### src/sv/nrte_pkg.sv
// Package for the NMEA RMC time extractor: field widths, character codes,
// and small helpers (ID characters, hex and decimal digits, modulo-24 reduction).
// No dependencies.
package nrte_pkg;

	localparam int unsigned BYTE_W   = 8;
	localparam int unsigned OFFSET_W = 5;
	localparam int unsigned HOURS_W  = 5;
	localparam int unsigned MINSEC_W = 7;
	localparam int unsigned DIGIT_W  = 4;
	localparam int unsigned FIELD_W  = 5;
	localparam int unsigned CHAR_W   = 4;
	localparam int unsigned HEXCNT_W = 2;
	localparam int unsigned TIME_DIGITS = 6;
	localparam int unsigned ID_LEN      = 6;

	localparam logic [OFFSET_W-1:0] HOUR_OFFSET_RST = 5'd8;
	localparam logic [FIELD_W-1:0]  FIELD_MAX       = 5'd31;
	localparam logic [CHAR_W-1:0]   CHAR_MAX        = 4'd15;
	localparam logic [HEXCNT_W-1:0] HEXCNT_MAX      = 2'd3;
	localparam logic [HEXCNT_W-1:0] HEXCNT_FULL     = 2'd2;
	localparam logic [7:0]          HOURS_PER_DAY   = 8'd24;

	localparam logic [BYTE_W-1:0] CH_DOLLAR = 8'h24;
	localparam logic [BYTE_W-1:0] CH_LF     = 8'h0A;
	localparam logic [BYTE_W-1:0] CH_CR     = 8'h0D;
	localparam logic [BYTE_W-1:0] CH_STAR   = 8'h2A;
	localparam logic [BYTE_W-1:0] CH_COMMA  = 8'h2C;
	localparam logic [BYTE_W-1:0] CH_ZERO   = 8'h30;
	localparam logic [BYTE_W-1:0] CH_NINE   = 8'h39;
	localparam logic [BYTE_W-1:0] CH_UPPER_A = 8'h41;
	localparam logic [BYTE_W-1:0] CH_UPPER_F = 8'h46;

	typedef logic [DIGIT_W-1:0] digit_t;

	typedef struct packed {
		logic                is_rmc;
		logic                position_fixed;
		logic                checksum_ok;
		logic                sentence_valid;
		logic [HOURS_W-1:0]  local_hours;
		logic [MINSEC_W-1:0] minutes;
		logic [MINSEC_W-1:0] seconds;
	} result_t;

	// Expected character of the sentence ID at a given position
	function automatic logic [BYTE_W-1:0] id_char(input logic [2:0] pos);
		logic [BYTE_W-1:0] c;
		case (pos)
			3'd0: c = CH_DOLLAR;
			3'd1: c = 8'h47;
			3'd2: c = 8'h50;
			3'd3: c = 8'h52;
			3'd4: c = 8'h4D;
			3'd5: c = 8'h43;
			default: c = 8'h00;
		endcase
		return c;
	endfunction

	function automatic logic is_dec(input logic [BYTE_W-1:0] b);
		return (b >= CH_ZERO) && (b <= CH_NINE);
	endfunction

	function automatic logic is_hex_letter(input logic [BYTE_W-1:0] b);
		return (b >= CH_UPPER_A) && (b <= CH_UPPER_F);
	endfunction

	function automatic digit_t hex_value(input logic [BYTE_W-1:0] b);
		logic [BYTE_W-1:0] d;
		d = is_dec(b) ? (b - CH_ZERO) : (b - CH_UPPER_A + 8'd10);
		return d[DIGIT_W-1:0];
	endfunction

	function automatic logic [MINSEC_W-1:0] two_digits(input digit_t hi, input digit_t lo);
		logic [MINSEC_W-1:0] h;
		h = {hi, 3'b000} + {2'b00, hi, 1'b0};
		return h + {3'b000, lo};
	endfunction

	// Sum stays below 6 * 24, so five conditional subtractions reduce it
	function automatic logic [HOURS_W-1:0] mod24(input logic [7:0] s);
		logic [7:0] r;
		r = s;
		for (int i = 0; i < 5; i++) begin
			if (r >= HOURS_PER_DAY) begin
				r = r - HOURS_PER_DAY;
			end
		end
		return r[HOURS_W-1:0];
	endfunction

endpackage

### src/sv/nrte_if.sv
// Channel interfaces for the NMEA RMC time extractor: character input and
// time report output. Depends on nrte_pkg.
interface nrte_char_if;
	logic                       valid;
	logic                       ready;
	logic [nrte_pkg::BYTE_W-1:0] in_byte;

	modport source (output valid, output in_byte, input ready);
	modport sink (input valid, input in_byte, output ready);
endinterface

interface nrte_time_if;
	logic                          valid;
	logic                          ready;
	logic                          is_rmc;
	logic                          position_fixed;
	logic                          checksum_ok;
	logic                          sentence_valid;
	logic [nrte_pkg::HOURS_W-1:0]  local_hours;
	logic [nrte_pkg::MINSEC_W-1:0] minutes;
	logic [nrte_pkg::MINSEC_W-1:0] seconds;

	modport source (output valid, output is_rmc, output position_fixed,
		output checksum_ok, output sentence_valid, output local_hours,
		output minutes, output seconds, input ready);
	modport sink (input valid, input is_rmc, input position_fixed,
		input checksum_ok, input sentence_valid, input local_hours,
		input minutes, input seconds, output ready);
endinterface

### src/sv/nmea_rmc_time_extractor_core.sv
// Top level of the NMEA RMC time extractor: input byte register, sentence
// parser state, and a time report register. Depends on nrte_pkg and nrte_if.
//
//   channel       dir  payload                                  transfer
//   char_stream   in   in_byte                                  valid & ready
//   time_report   out  flags, local_hours, minutes, seconds     valid & ready
//   cfg           in   hour_offset (cfg_wr_data)                cfg_wr_en
//
// One byte per cycle while char_stream is not stalled; a byte is held in the input
// register, and a line feed's report is loaded into the output register from it.
// Reset sets hour_offset to 8 and resets all sentence state.
// char_stream stalls only when a sentence-ending line feed waits in the input register while
// an untaken report still fills the output register.
module nmea_rmc_time_extractor_core (
	input  logic                           clk,
	input  logic                           arst_n,
	nrte_char_if.sink                      char_stream,
	nrte_time_if.source                    time_report,
	input  logic                           cfg_wr_en,
	input  logic [nrte_pkg::OFFSET_W-1:0]  cfg_wr_data
);

	logic [nrte_pkg::OFFSET_W-1:0] hour_offset_q;

	logic                          valid_s1;
	logic [nrte_pkg::BYTE_W-1:0]   byte_s1;

	logic                          in_sentence_q, in_sentence_d;
	logic [nrte_pkg::BYTE_W-1:0]   running_xor_q, running_xor_d;
	logic [nrte_pkg::FIELD_W-1:0]  field_number_q, field_number_d;
	logic [nrte_pkg::CHAR_W-1:0]   char_in_field_q, char_in_field_d;
	logic                          id_matches_q, id_matches_d;
	logic                          status_is_a_q, status_is_a_d;
	logic                          after_star_q, after_star_d;
	logic [nrte_pkg::HEXCNT_W-1:0] hex_digit_count_q, hex_digit_count_d;
	logic [nrte_pkg::BYTE_W-1:0]   received_sum_q, received_sum_d;
	logic                          hex_bad_q, hex_bad_d;
	nrte_pkg::digit_t              time_digits_q [nrte_pkg::TIME_DIGITS];
	nrte_pkg::digit_t              time_digits_d [nrte_pkg::TIME_DIGITS];

	logic                          emit_s1;
	logic                          out_free;
	logic                          s1_go;
	logic                          s1_fire;
	nrte_pkg::result_t             result_d;
	nrte_pkg::result_t             result_q;
	logic                          out_valid_q;

	logic                          rmc_flag;
	logic                          ck_flag;
	logic [nrte_pkg::MINSEC_W-1:0] utc_hours;

	assign emit_s1  = valid_s1 && in_sentence_q && (byte_s1 == nrte_pkg::CH_LF);
	assign out_free = !out_valid_q || time_report.ready;
	assign s1_go    = !emit_s1 || out_free;
	assign s1_fire  = valid_s1 && s1_go;
	assign char_stream.ready = !valid_s1 || s1_go;

	always_ff @(posedge clk or negedge arst_n) begin
		if (!arst_n) begin
			hour_offset_q <= nrte_pkg::HOUR_OFFSET_RST;
		end else if (cfg_wr_en) begin
			hour_offset_q <= cfg_wr_data;
		end
	end

	always_ff @(posedge clk or negedge arst_n) begin
		if (!arst_n) begin
			valid_s1 <= 1'b0;
		end else if (char_stream.ready) begin
			valid_s1 <= char_stream.valid;
		end
	end

	always_ff @(posedge clk) begin
		if (char_stream.ready && char_stream.valid) begin
			byte_s1 <= char_stream.in_byte;
		end
	end

	assign rmc_flag  = id_matches_q && (field_number_q != '0);
	assign ck_flag   = after_star_q && !hex_bad_q && (hex_digit_count_q == nrte_pkg::HEXCNT_FULL)
		&& (received_sum_q == running_xor_q);
	assign utc_hours = nrte_pkg::two_digits(time_digits_q[0], time_digits_q[1]);

	always_comb begin
		result_d.is_rmc         = rmc_flag;
		result_d.position_fixed = status_is_a_q;
		result_d.checksum_ok    = ck_flag;
		result_d.sentence_valid = rmc_flag && status_is_a_q && ck_flag;
		result_d.local_hours    = nrte_pkg::mod24({1'b0, utc_hours} + {3'b000, hour_offset_q});
		result_d.minutes        = nrte_pkg::two_digits(time_digits_q[2], time_digits_q[3]);
		result_d.seconds        = nrte_pkg::two_digits(time_digits_q[4], time_digits_q[5]);
	end

	always_comb begin
		in_sentence_d     = in_sentence_q;
		running_xor_d     = running_xor_q;
		field_number_d    = field_number_q;
		char_in_field_d   = char_in_field_q;
		id_matches_d      = id_matches_q;
		status_is_a_d     = status_is_a_q;
		after_star_d      = after_star_q;
		hex_digit_count_d = hex_digit_count_q;
		received_sum_d    = received_sum_q;
		hex_bad_d         = hex_bad_q;
		time_digits_d     = time_digits_q;

		if (s1_fire) begin
			if (byte_s1 == nrte_pkg::CH_DOLLAR || emit_s1) begin
				// restart on '$', drop everything on line feed
				in_sentence_d     = (byte_s1 == nrte_pkg::CH_DOLLAR);
				running_xor_d     = '0;
				field_number_d    = '0;
				char_in_field_d   = (byte_s1 == nrte_pkg::CH_DOLLAR) ? 4'd1 : 4'd0;
				id_matches_d      = 1'b1;
				status_is_a_d     = 1'b0;
				after_star_d      = 1'b0;
				hex_digit_count_d = '0;
				received_sum_d    = '0;
				hex_bad_d         = 1'b0;
				for (int i = 0; i < nrte_pkg::TIME_DIGITS; i++) begin
					time_digits_d[i] = '0;
				end
			end else if (in_sentence_q && byte_s1 != nrte_pkg::CH_CR) begin
				if (after_star_q) begin
					if (nrte_pkg::is_dec(byte_s1) || nrte_pkg::is_hex_letter(byte_s1)) begin
						received_sum_d = {received_sum_q[3:0], nrte_pkg::hex_value(byte_s1)};
						if (hex_digit_count_q != nrte_pkg::HEXCNT_MAX) begin
							hex_digit_count_d = hex_digit_count_q + 2'd1;
						end
					end else begin
						hex_bad_d = 1'b1;
					end
				end else if (byte_s1 == nrte_pkg::CH_STAR) begin
					after_star_d = 1'b1;
				end else begin
					running_xor_d = running_xor_q ^ byte_s1;
					if (byte_s1 == nrte_pkg::CH_COMMA) begin
						if (field_number_q == '0 && char_in_field_q != 4'd6) begin
							id_matches_d = 1'b0;
						end
						if (field_number_q != nrte_pkg::FIELD_MAX) begin
							field_number_d = field_number_q + 5'd1;
						end
						char_in_field_d = '0;
					end else begin
						case (field_number_q)
							5'd0: begin
								if (char_in_field_q >= 4'd6 ||
									byte_s1 != nrte_pkg::id_char(char_in_field_q[2:0])) begin
									id_matches_d = 1'b0;
								end
							end
							5'd1: begin
								if (char_in_field_q < 4'd6) begin
									time_digits_d[char_in_field_q[2:0]] =
										nrte_pkg::is_dec(byte_s1) ?
										nrte_pkg::hex_value(byte_s1) : '0;
								end
							end
							5'd2: begin
								if (char_in_field_q == '0) begin
									status_is_a_d = (byte_s1 == nrte_pkg::CH_UPPER_A);
								end
							end
							default: begin
							end
						endcase
						if (char_in_field_q != nrte_pkg::CHAR_MAX) begin
							char_in_field_d = char_in_field_q + 4'd1;
						end
					end
				end
			end
		end
	end

	always_ff @(posedge clk or negedge arst_n) begin
		if (!arst_n) begin
			in_sentence_q     <= 1'b0;
			running_xor_q     <= '0;
			field_number_q    <= '0;
			char_in_field_q   <= '0;
			id_matches_q      <= 1'b1;
			status_is_a_q     <= 1'b0;
			after_star_q      <= 1'b0;
			hex_digit_count_q <= '0;
			received_sum_q    <= '0;
			hex_bad_q         <= 1'b0;
			for (int i = 0; i < nrte_pkg::TIME_DIGITS; i++) begin
				time_digits_q[i] <= '0;
			end
		end else begin
			in_sentence_q     <= in_sentence_d;
			running_xor_q     <= running_xor_d;
			field_number_q    <= field_number_d;
			char_in_field_q   <= char_in_field_d;
			id_matches_q      <= id_matches_d;
			status_is_a_q     <= status_is_a_d;
			after_star_q      <= after_star_d;
			hex_digit_count_q <= hex_digit_count_d;
			received_sum_q    <= received_sum_d;
			hex_bad_q         <= hex_bad_d;
			time_digits_q     <= time_digits_d;
		end
	end

	// Report register: load on a line feed, hold until the transfer
	always_ff @(posedge clk or negedge arst_n) begin
		if (!arst_n) begin
			out_valid_q <= 1'b0;
		end else if (out_free) begin
			out_valid_q <= s1_fire && emit_s1;
		end
	end

	always_ff @(posedge clk) begin
		if (out_free && s1_fire && emit_s1) begin
			result_q <= result_d;
		end
	end

	assign time_report.valid          = out_valid_q;
	assign time_report.is_rmc         = result_q.is_rmc;
	assign time_report.position_fixed = result_q.position_fixed;
	assign time_report.checksum_ok    = result_q.checksum_ok;
	assign time_report.sentence_valid = result_q.sentence_valid;
	assign time_report.local_hours    = result_q.local_hours;
	assign time_report.minutes        = result_q.minutes;
	assign time_report.seconds        = result_q.seconds;

endmodule
### src/flat_wrapper.sv
// flat-port wrapper written by rule: the top's interface ports become plain ports
module nmea_rmc_time_extractor_core_flat 
  (clk, arst_n, cfg_wr_en, cfg_wr_data, char_stream_valid, char_stream_in_byte, char_stream_ready, time_report_valid, time_report_is_rmc, time_report_position_fixed, time_report_checksum_ok, time_report_sentence_valid, time_report_local_hours, time_report_minutes, time_report_seconds, time_report_ready);
  nrte_char_if char_stream_i ();
  nrte_time_if time_report_i ();
  input  logic clk;
  input  logic arst_n;
  input  logic cfg_wr_en;
  input  logic [nrte_pkg::OFFSET_W-1:0] cfg_wr_data;
  input wire logic [$bits(char_stream_i.valid)-1:0] char_stream_valid;
  input wire logic [$bits(char_stream_i.in_byte)-1:0] char_stream_in_byte;
  output wire logic [$bits(char_stream_i.ready)-1:0] char_stream_ready;
  output wire logic [$bits(time_report_i.valid)-1:0] time_report_valid;
  output wire logic [$bits(time_report_i.is_rmc)-1:0] time_report_is_rmc;
  output wire logic [$bits(time_report_i.position_fixed)-1:0] time_report_position_fixed;
  output wire logic [$bits(time_report_i.checksum_ok)-1:0] time_report_checksum_ok;
  output wire logic [$bits(time_report_i.sentence_valid)-1:0] time_report_sentence_valid;
  output wire logic [$bits(time_report_i.local_hours)-1:0] time_report_local_hours;
  output wire logic [$bits(time_report_i.minutes)-1:0] time_report_minutes;
  output wire logic [$bits(time_report_i.seconds)-1:0] time_report_seconds;
  input wire logic [$bits(time_report_i.ready)-1:0] time_report_ready;
  assign char_stream_i.valid = char_stream_valid;
  assign char_stream_i.in_byte = char_stream_in_byte;
  assign char_stream_ready = char_stream_i.ready;
  assign time_report_valid = time_report_i.valid;
  assign time_report_is_rmc = time_report_i.is_rmc;
  assign time_report_position_fixed = time_report_i.position_fixed;
  assign time_report_checksum_ok = time_report_i.checksum_ok;
  assign time_report_sentence_valid = time_report_i.sentence_valid;
  assign time_report_local_hours = time_report_i.local_hours;
  assign time_report_minutes = time_report_i.minutes;
  assign time_report_seconds = time_report_i.seconds;
  assign time_report_i.ready = time_report_ready;
  nmea_rmc_time_extractor_core u_core (.clk(clk), .arst_n(arst_n), .char_stream(char_stream_i), .time_report(time_report_i), .cfg_wr_en(cfg_wr_en), .cfg_wr_data(cfg_wr_data));
endmodule
### config.mk
export PLATFORM = sky130hd
export DESIGN_NAME = nmea_rmc_time_extractor_core_flat
export DESIGN_NICKNAME = d
export VERILOG_FILES = /design/src/sv/nrte_pkg.sv /design/src/sv/nrte_if.sv /design/src/sv/nmea_rmc_time_extractor_core.sv /design/src/flat_wrapper.sv
export SDC_FILE = /design/constraint.sdc
export NUM_CORES = 1
export LEC_CHECK = 0
export BUFFER_PORTS_ARGS = -buffer_cell sky130_fd_sc_hd__buf_2
export CORE_MARGIN = 3
export CORE_UTILIZATION = 58
export DETAILED_ROUTE_END_ITERATION = 6
export HOLD_SLACK_MARGIN = 0.1
export PLACE_DENSITY_LB_ADDON = 0.25
export SLEW_MARGIN = 20
export SYNTH_ARGS = -nofsm -noshare
export SYNTH_HDL_FRONTEND = slang
export SYNTH_SLANG_ARGS = --single-unit
### constraint.sdc
create_clock -name clk -period 9.8 [get_ports clk]
set_input_delay 1.96 -clock clk [delete_from_list [all_inputs] [get_ports clk]]
set_output_delay 1.96 -clock clk [all_outputs]
set_load 0.02 [all_outputs]
==> results of run 1 <==
## worst min-delay path by stage
stage / cells past startpoint / to / start
floorplan: 0 / u_core.time_report.minutes[0] / u_core.time_digits_q[8]
global placement: 0 / u_core.time_report.seconds[0] / u_core.time_digits_q[0]
detailed placement: 0 / u_core.time_report.seconds[0] / u_core.time_digits_q[0]
CTS: 0 / u_core.time_report.seconds[0] / u_core.time_digits_q[0]
global route: 0 / u_core.time_report.seconds[0] / u_core.time_digits_q[0]
finish: 0 / u_core.time_report.seconds[0] / u_core.time_digits_q[0]
## through the flow
stage	utilization (%)	instance area (um^2)	hold WS [ps]	setup WS [ps]
after floorplan	-	6120	425	2210
after global placement	64.4	6440	440	2230
after detailed placement	64.4	6440	440	1960
after CTS	66.2	6620	460	1900
after global routing	66.2	6620	468	1330
final	66.2	6620	465	1820
## registers in the layout, indices dropped and copies added (netlist names), 2 cells and up
signal,count
u_core.hour_offset_q,5
u_core.hex_digit_count_q,2
u_core.running_xor_q,8
u_core.char_in_field_q,4
u_core.time_report.local_hours,5
u_core.time_digits_q,24
u_core.byte_s1,8
u_core.time_report.minutes,7
u_core.field_number_q,5
u_core.time_report.seconds,7
u_core.received_sum_q,8
## layout by cell type (no fill, tap or decap), drive strengths merged, types with 11 or more instances in the layout
cell,n
a21oi,29
buf,45
clkbuf,11
dfrtp,61
edfxtp,31
ha,53
inv,18
nand2,69
nand3,19
nor2,43
nor3,14
o21ai,37
xnor2,15
xor2,21
## synth_stat cells, types with 4 or more instances
master	instances
nand2_1	69
inv_1	18
nor3_1	13
a21o_1	5
dfrtp_1	61
nand3_1	18
mux2i_1	5
o21ai_0	36
nand2b_1	4
xnor2_1	13
fa_1	7
or2_2	5
a21oi_1	28
nor2_1	40
and3_1	6
a211oi_1	4
edfxtp_1	31
ha_1	53
a32o_1	6
xor2_1	21
nor4_1	9
nor2b_1	7
a22o_1	10
clkbuf_1	13
mux2_2	9
and2_1	4
nand4_1	8
a31oi_1	8
## per-layer routing
layer | up-vias | track usage, % | routed length (um)
met5 | - | 0 | 0
li1 | 2264 | - | -
met3 | 26 | 5.51 | 599
met4 | 0 | 8.75 | 311
met1 | 2262 | 29.2 | 5670
met2 | 129 | 40.6 | 6380
## report_power, final
group          total (mW)  leakage [nW]  internal, mW  switching (mW)
clock network       0.250        0.0907         0.116           0.133
logic               0.361          1.82         0.161           0.200
registers           0.501          1.08         0.446          0.0552
total                1.11          2.99         0.723           0.388
## cell families after synthesis
kind of cell,after synthesis,synth area share (%)
and+or+nand+nor,213,18.1
AOI/OAI and AO/OA,138,16.3
DFF,94,41.0
adders and majority gates,60,13.1
xor gates and xnor gates,36,5.39
buffers and inverters,35,2.53
muxes,18,3.53
## cell type report
class | count | share of cell area, %
Tap cell | 133 | 2.51
Clock inverter | 5 | 0.775
Inverter | 18 | 1.02
Timing Repair Buffer | 45 | 3.52
Clock buffer | 11 | 1.98
Sequential cell | 94 | 37.9
Multi-Input combinational cell | 465 | 52.3
==> key figures, run 1 <==
Status
  – Outcome: complete, no violations

Floorplan
  – Rows: 36
  – Initial core utilization: 61.2%
  – Die Y: 109 um
  – Die width: 109 um
  – IO Pins: 43
  – Die area: 0.0118 mm^2
  – Core area: 0.0100 mm^2

Global routing
  – Largest net degree at the start of global routing: 64
  – Global-route wire length before repair: 22100 um
  – Antenna violations before repair: 0
  – GRT Total Usage: 23.7%
  – Vias in the first global route: 4678
  – Total congestion overflow: 0

Final layout
  – Synth-to-layout area growth: 8.11%
  – Nets@finish: 711
  – Final instance count without filler cells: 771
  – Share of cells above drive strength 1: 16.3%
  – Register area: 0.00251 mm^2
  – N_diodes: 0
  – Area taken by multi-input logic gates: 0.00346 mm^2
  – Fill cells: 797

STA
  – Hold Vio Cnt, Final: 0
  – Relative slew margins: 35.7%
  – Setup TNS: 0 ps
  – Final count of pins violating max slew: 0
  – Period minus WS final: 7980 ps
  – RSZ-0062 raised after global routing: false
  – Worst-margin pin slew: 957 ps
  – Final setup viols: 0
  – Period utilization: 81.4%
  – Fmax achieved: 125 MHz
  – Fin Clk Skew: 9.15 ps

Drt
  – Vias per cell: 6.07
  – DRT Wirelength: 13000 um
  – Antenna-violating nets left: 0
  – Number of detailed-route iterations in the first pass: 5
  – Remaining DRCs: 0
  – First DRT Iteration DRCs: 275
  – Drt wl/cell: 16.8 um
  – Via count: 4681

Synth
  – Register area share after synthesis: 41.0%
  – Synth warnings: 0
  – Post-synth EDFFs: 31
  – Yosys top cell by area: dfrtp_1
  – Synth top area share: 24.9%
  – Synth Flop Type: dfrtp_1
  – Mapped Nets: 672
  – Post-Syn Area: 0.00612 mm^2
  – Unique cell type count in the Yosys netlist: 83
  – Synth top area cells: dfrtp_1, edfxtp_1, ha_1
  – Synth Register Bits: 94
  – Post-Syn Area per Cell: 10.3 um^2
  – Cells after Synth: 594
  – Synth async-reset ratio: 67.0%

Setup path
  – R2R Path End: u_core.time_report.local_hours[3]
  – Crit path arrival time: 8100 ps
  – Delay of the slowest critical-path stage: 530 ps
  – Setup slack, reg-to-reg: 1820 ps
  – Kind of start point of the critical path: register
  – Crit path from: u_core.time_digits_q[19]
  – Worst reg2reg path depth: 30
  – Crit path depth: 30
  – CP max-delay cell: fa_1
  – Reg-to-reg startpoint: u_core.time_digits_q[19]
  – Family with the most delay on the worst path: simple AND/OR/NAND/NOR gates
  – Most used cell, CP: ha_1
  – Classification of the worst setup path: register to register
  – Kind of end point of the critical path: register
  – Worst Path Buf+Inv: 2
  – Crit Path Max Fanout: 10
  – Worst setup path endpoint: u_core.time_report.local_hours[3]
  – CP required: 9920 ps

Clock network
  – CTS max path bufs: 2
  – Cts hold-fix bufs: 0
  – Clk slew on worst S/H paths: 90 ps
  – Post-CTS setup buffer count: 0
  – Root buffer cell: clkbuf_8
  – Cts repair resizes: 0
  – Skew-Pair Late Insertion Delay: 380 ps
  – Num CTS Buffers: 9
  – H-Tree Depth: 3
  – Clock net sink count: 94
  – CTS tree: yes

Power
  – Max VDD drop: 0.178 mV
  – Post-layout power: 1.11 mW
  – Pwr/cell area: 168 mW/mm^2
  – Leakage Power: 2.99 nW

Placed design
  – Final HPWL DP: 9680 um
  – Port bufs: 42
  – Gpl congestion: 0.907
  – DP Cell Count: 755

Run
  – Max Cap Violations: 0

Min path
  – Worst Hold Class: register to register
Power figures use the tool's default switching activity.
==> run 2, diff against run 1 <==
--- a/config.mk
+++ b/config.mk
@@ -5,9 +5,10 @@
 export SDC_FILE = /design/constraint.sdc
 export NUM_CORES = 1
 export LEC_CHECK = 0
+export ABC_AREA = 1
 export BUFFER_PORTS_ARGS = -buffer_cell sky130_fd_sc_hd__buf_2
 export CORE_MARGIN = 3
-export CORE_UTILIZATION = 58
+export CORE_UTILIZATION = 55
 export DETAILED_ROUTE_END_ITERATION = 6
 export HOLD_SLACK_MARGIN = 0.1
 export PLACE_DENSITY_LB_ADDON = 0.25
==> constraint.sdc (replaced) <==
create_clock -name clk -period 6.8 [get_ports clk]
set_input_delay 1.36 -clock clk [delete_from_list [all_inputs] [get_ports clk]]
set_output_delay 1.36 -clock clk [all_outputs]
set_load 0.02 [all_outputs]
==> run 2 against run 1 <==
  * Register-to-register slack worse by 1200 ps
  * Worst hold slack worse by 5.5 ps
  * Wire length down 3.0%
  * Power up 30%
  * Non-clock buffer count unchanged
  * Sequential share of layout area down 0.38 points
  * Flip-flop and latch count unchanged
  * Synthesized cell count up 18%
  * First-iteration DRC count down 13%
  * Global-route usage down 2.4 points
==> key figures, run 2 <==
Final layout
  – Most common cell after layout, fill and taps aside: nand2_1
  – Area taken by multi-input logic gates: 0.00317 mm^2
  – Register area: 0.00251 mm^2
  – Fin area: 0.00669 mm^2
  – Most frequent cells in the layout: nand2_1, inv_1, dfrtp_1
  – Final instance count without filler cells: 890
  – Nets@finish: 827
  – Max reg flops: 24
  – Share of cells above drive strength 1: 15.6%
  – Synth-to-layout area growth: 10.1%
  – Largest register by flop count: u_core.time_digits_q
  – Fill cells: 874
  – Util after Layout: 63.6%
  – N_diodes: 0

Synth
  – Synth async-reset ratio: 67.0%
  – Compound-cell area share of the yosys netlist: 9.47%
  – Cell types with the highest counts after synthesis: nand2_1, inv_1, dfrtp_1
  – Synth Register Bits: 94
  – Mux cell area share after synthesis: 0.927%
  – Cells after Synth: 701
  – Post-synth EDFFs: 31
  – Post-Syn Area: 0.00607 mm^2
  – Most frequent cell after synthesis: nand2_1
  – Largest family of logic cells by synthesized area: simple AND/OR/NAND/NOR gates
  – Synth top area cells: dfrtp_1, edfxtp_1, ha_1
  – Post-Syn Area per Cell: 8.67 um^2
  – Unique cell type count in the Yosys netlist: 46
  – Synth warnings: 0
  – Register area share after synthesis: 41.3%
  – Adder-Cell Fraction of Synth Area: 13.2%
  – Simple-gate portion of the synthesized area: 24.9%
  – Synth Flop Type: dfrtp_1
  – XOR/XNOR Fraction of Synth Area: 3.58%
  – Mapped Nets: 779
  – Synth top area share: 25.1%
  – Yosys top cell by area: dfrtp_1

Setup path
  – Most used cell, CP: nand2_1
  – Crit Path Max Fanout: 7
  – CP max-delay cell: fa_1
  – Kind of end point of the critical path: register
  – Classification of the worst setup path: register to register
  – CP required: 6920 ps
  – Kind of start point of the critical path: register
  – Delay of the slowest critical-path stage: 540 ps
  – Setup slack, reg-to-reg: 610 ps
  – Crit path arrival time: 6310 ps

Status
  – Outcome: complete, no violations

Run
  – Max Cap Violations: 0

Drt
  – Drt wl/cell: 14.1 um
  – Number of detailed-route iterations in the first pass: 5
  – Remaining DRCs: 0
  – First DRT Iteration DRCs: 239
  – Vias per cell: 5.47
  – Via count: 4872
  – Antenna-violating nets left: 0
  – DRT Wirelength: 12600 um

Floorplan
  – Core area: 0.0105 mm^2
  – Die area: 0.0123 mm^2
  – Initial core utilization: 57.8%
  – Die width: 111 um
  – Rows: 37
  – Die Y: 111 um
  – IO Pins: 43

Power
  – Leakage Power: 3.38 nW
  – Max VDD drop: 0.168 mV
  – Pwr/cell area: 216 mW/mm^2

Global routing
  – Global-route wire length before repair: 21900 um
  – Antenna violations before repair: 0
  – Total congestion overflow: 0
  – Largest net degree at the start of global routing: 64
  – Vias in the first global route: 4808
  – GRT Total Usage: 21.2%

Clock network
  – Skew-Pair Late Insertion Delay: 360 ps
  – Clk slew on worst S/H paths: 90 ps
  – H-Tree Depth: 3
  – Clock net sink count: 94
  – Root buffer cell: clkbuf_8
  – Post-CTS setup buffer count: 0
  – CTS tree: yes
  – Num CTS Buffers: 9
  – CTS max path bufs: 2
  – Cts hold-fix bufs: 0
  – Cts repair resizes: 0

STA
  – Final setup viols: 0
  – Period utilization: 91.0%
  – Setup TNS: 0 ps
  – Period minus WS final: 6190 ps
  – Fin Clk Skew: 9.57 ps
  – Fin Hold WS: 460 ps
  – Relative slew margins: 36.6%
  – Final count of pins violating max slew: 0
  – Worst-margin pin slew: 945 ps
  – Hold Vio Cnt, Final: 0
  – Fmax achieved: 162 MHz
  – RSZ-0062 raised after global routing: false

Placed design
  – Placed cell areas: 0.00645 mm^2
  – DP Cell Count: 874
  – Final HPWL DP: 9510 um
  – Gpl congestion: 0.888
  – Port bufs: 42

Min path
  – Worst Hold Class: register to register
[run 2: cell types whose count changed in the layout (fill, tap and decap cells not counted), sizes merged, moves of 8 or more]
| cell | change |
|---|---|
| inv | +80 |
| a21oi | +8 |
| xnor2 | -12 |
| mux2i | -8 |
| nand4 | +8 |
| nand2 | +102 |
| o21ai | +12 |
| nand3 | +34 |
| a22o | -10 |
[run 2: worst paths after layout]
path / from / to / cells after the start
max: u_core.time_digits_q[19] / u_core.time_report.local_hours[3] / 36
min: u_core.time_digits_q[0] / u_core.time_report.seconds[0] / 0
max reg2reg: u_core.time_digits_q[19] / u_core.time_report.local_hours[3] / 36
min reg2reg: u_core.time_digits_q[0] / u_core.time_report.seconds[0] / 0
max in group asynchronous: arst_n / u_core.hour_offset_q[0] / 2
min in group asynchronous: arst_n / u_core.time_report.valid / 2
[run 2: area by class of cell]
cell class	instances	share of cell area, %
Tap cell	136	2.54
Clock inverter	5	1.16
Inverter	98	5.50
Clock buffer	11	2.43
Sequential cell	94	37.5
Timing Repair Buffer	45	3.48
Multi-Input combinational cell	501	47.4
[run 2: cell families after synthesis]
| logic type | count (synthesis) |
|---|---|
| and+or+nand+nor | 308 |
| buffers and inverters | 106 |
| AOI/OAI and AO/OA | 104 |
| DFF | 94 |
| adders and majority gates | 60 |
| xor gates and xnor gates | 24 |
| muxes | 5 |
[run 2: report_power, final]
group	leakage [nW]	internal (mW)	switching [mW]
Sequential	1.08	0.604	0.0134
Clock	0.122	0.239	0.198
Combinational	2.18	0.133	0.253
Total	3.38	0.977	0.465
[run 2: layer usage]
layer	up-vias	wire [um]	track usage, %
li1	2427	-	-
met1	2294	5540	26.5
met2	123	6200	37.2
met3	28	565	3.93
met4	0	259	7.06
met5	-	0	0
[run 2: worst max-delay path: cells and delay by family (launching register included)]
kind                       cells  cell delay, ps
AOI/OAI and AO/OA              2             510
and+or+nand+nor               24            2460
adders and majority gates      7            2330
DFF                            1             410
buffers and inverters          3             230
[run 2: through the flow]
stage | setup slack [ps] | total power, mW
floorplan | 1310 | 0.934
global placement | 1100 | 0.987
detailed placement | 699 | 1.01
CTS | 678 | 1.44
global route | 0.214 | 1.52
finish | 611 | 1.44
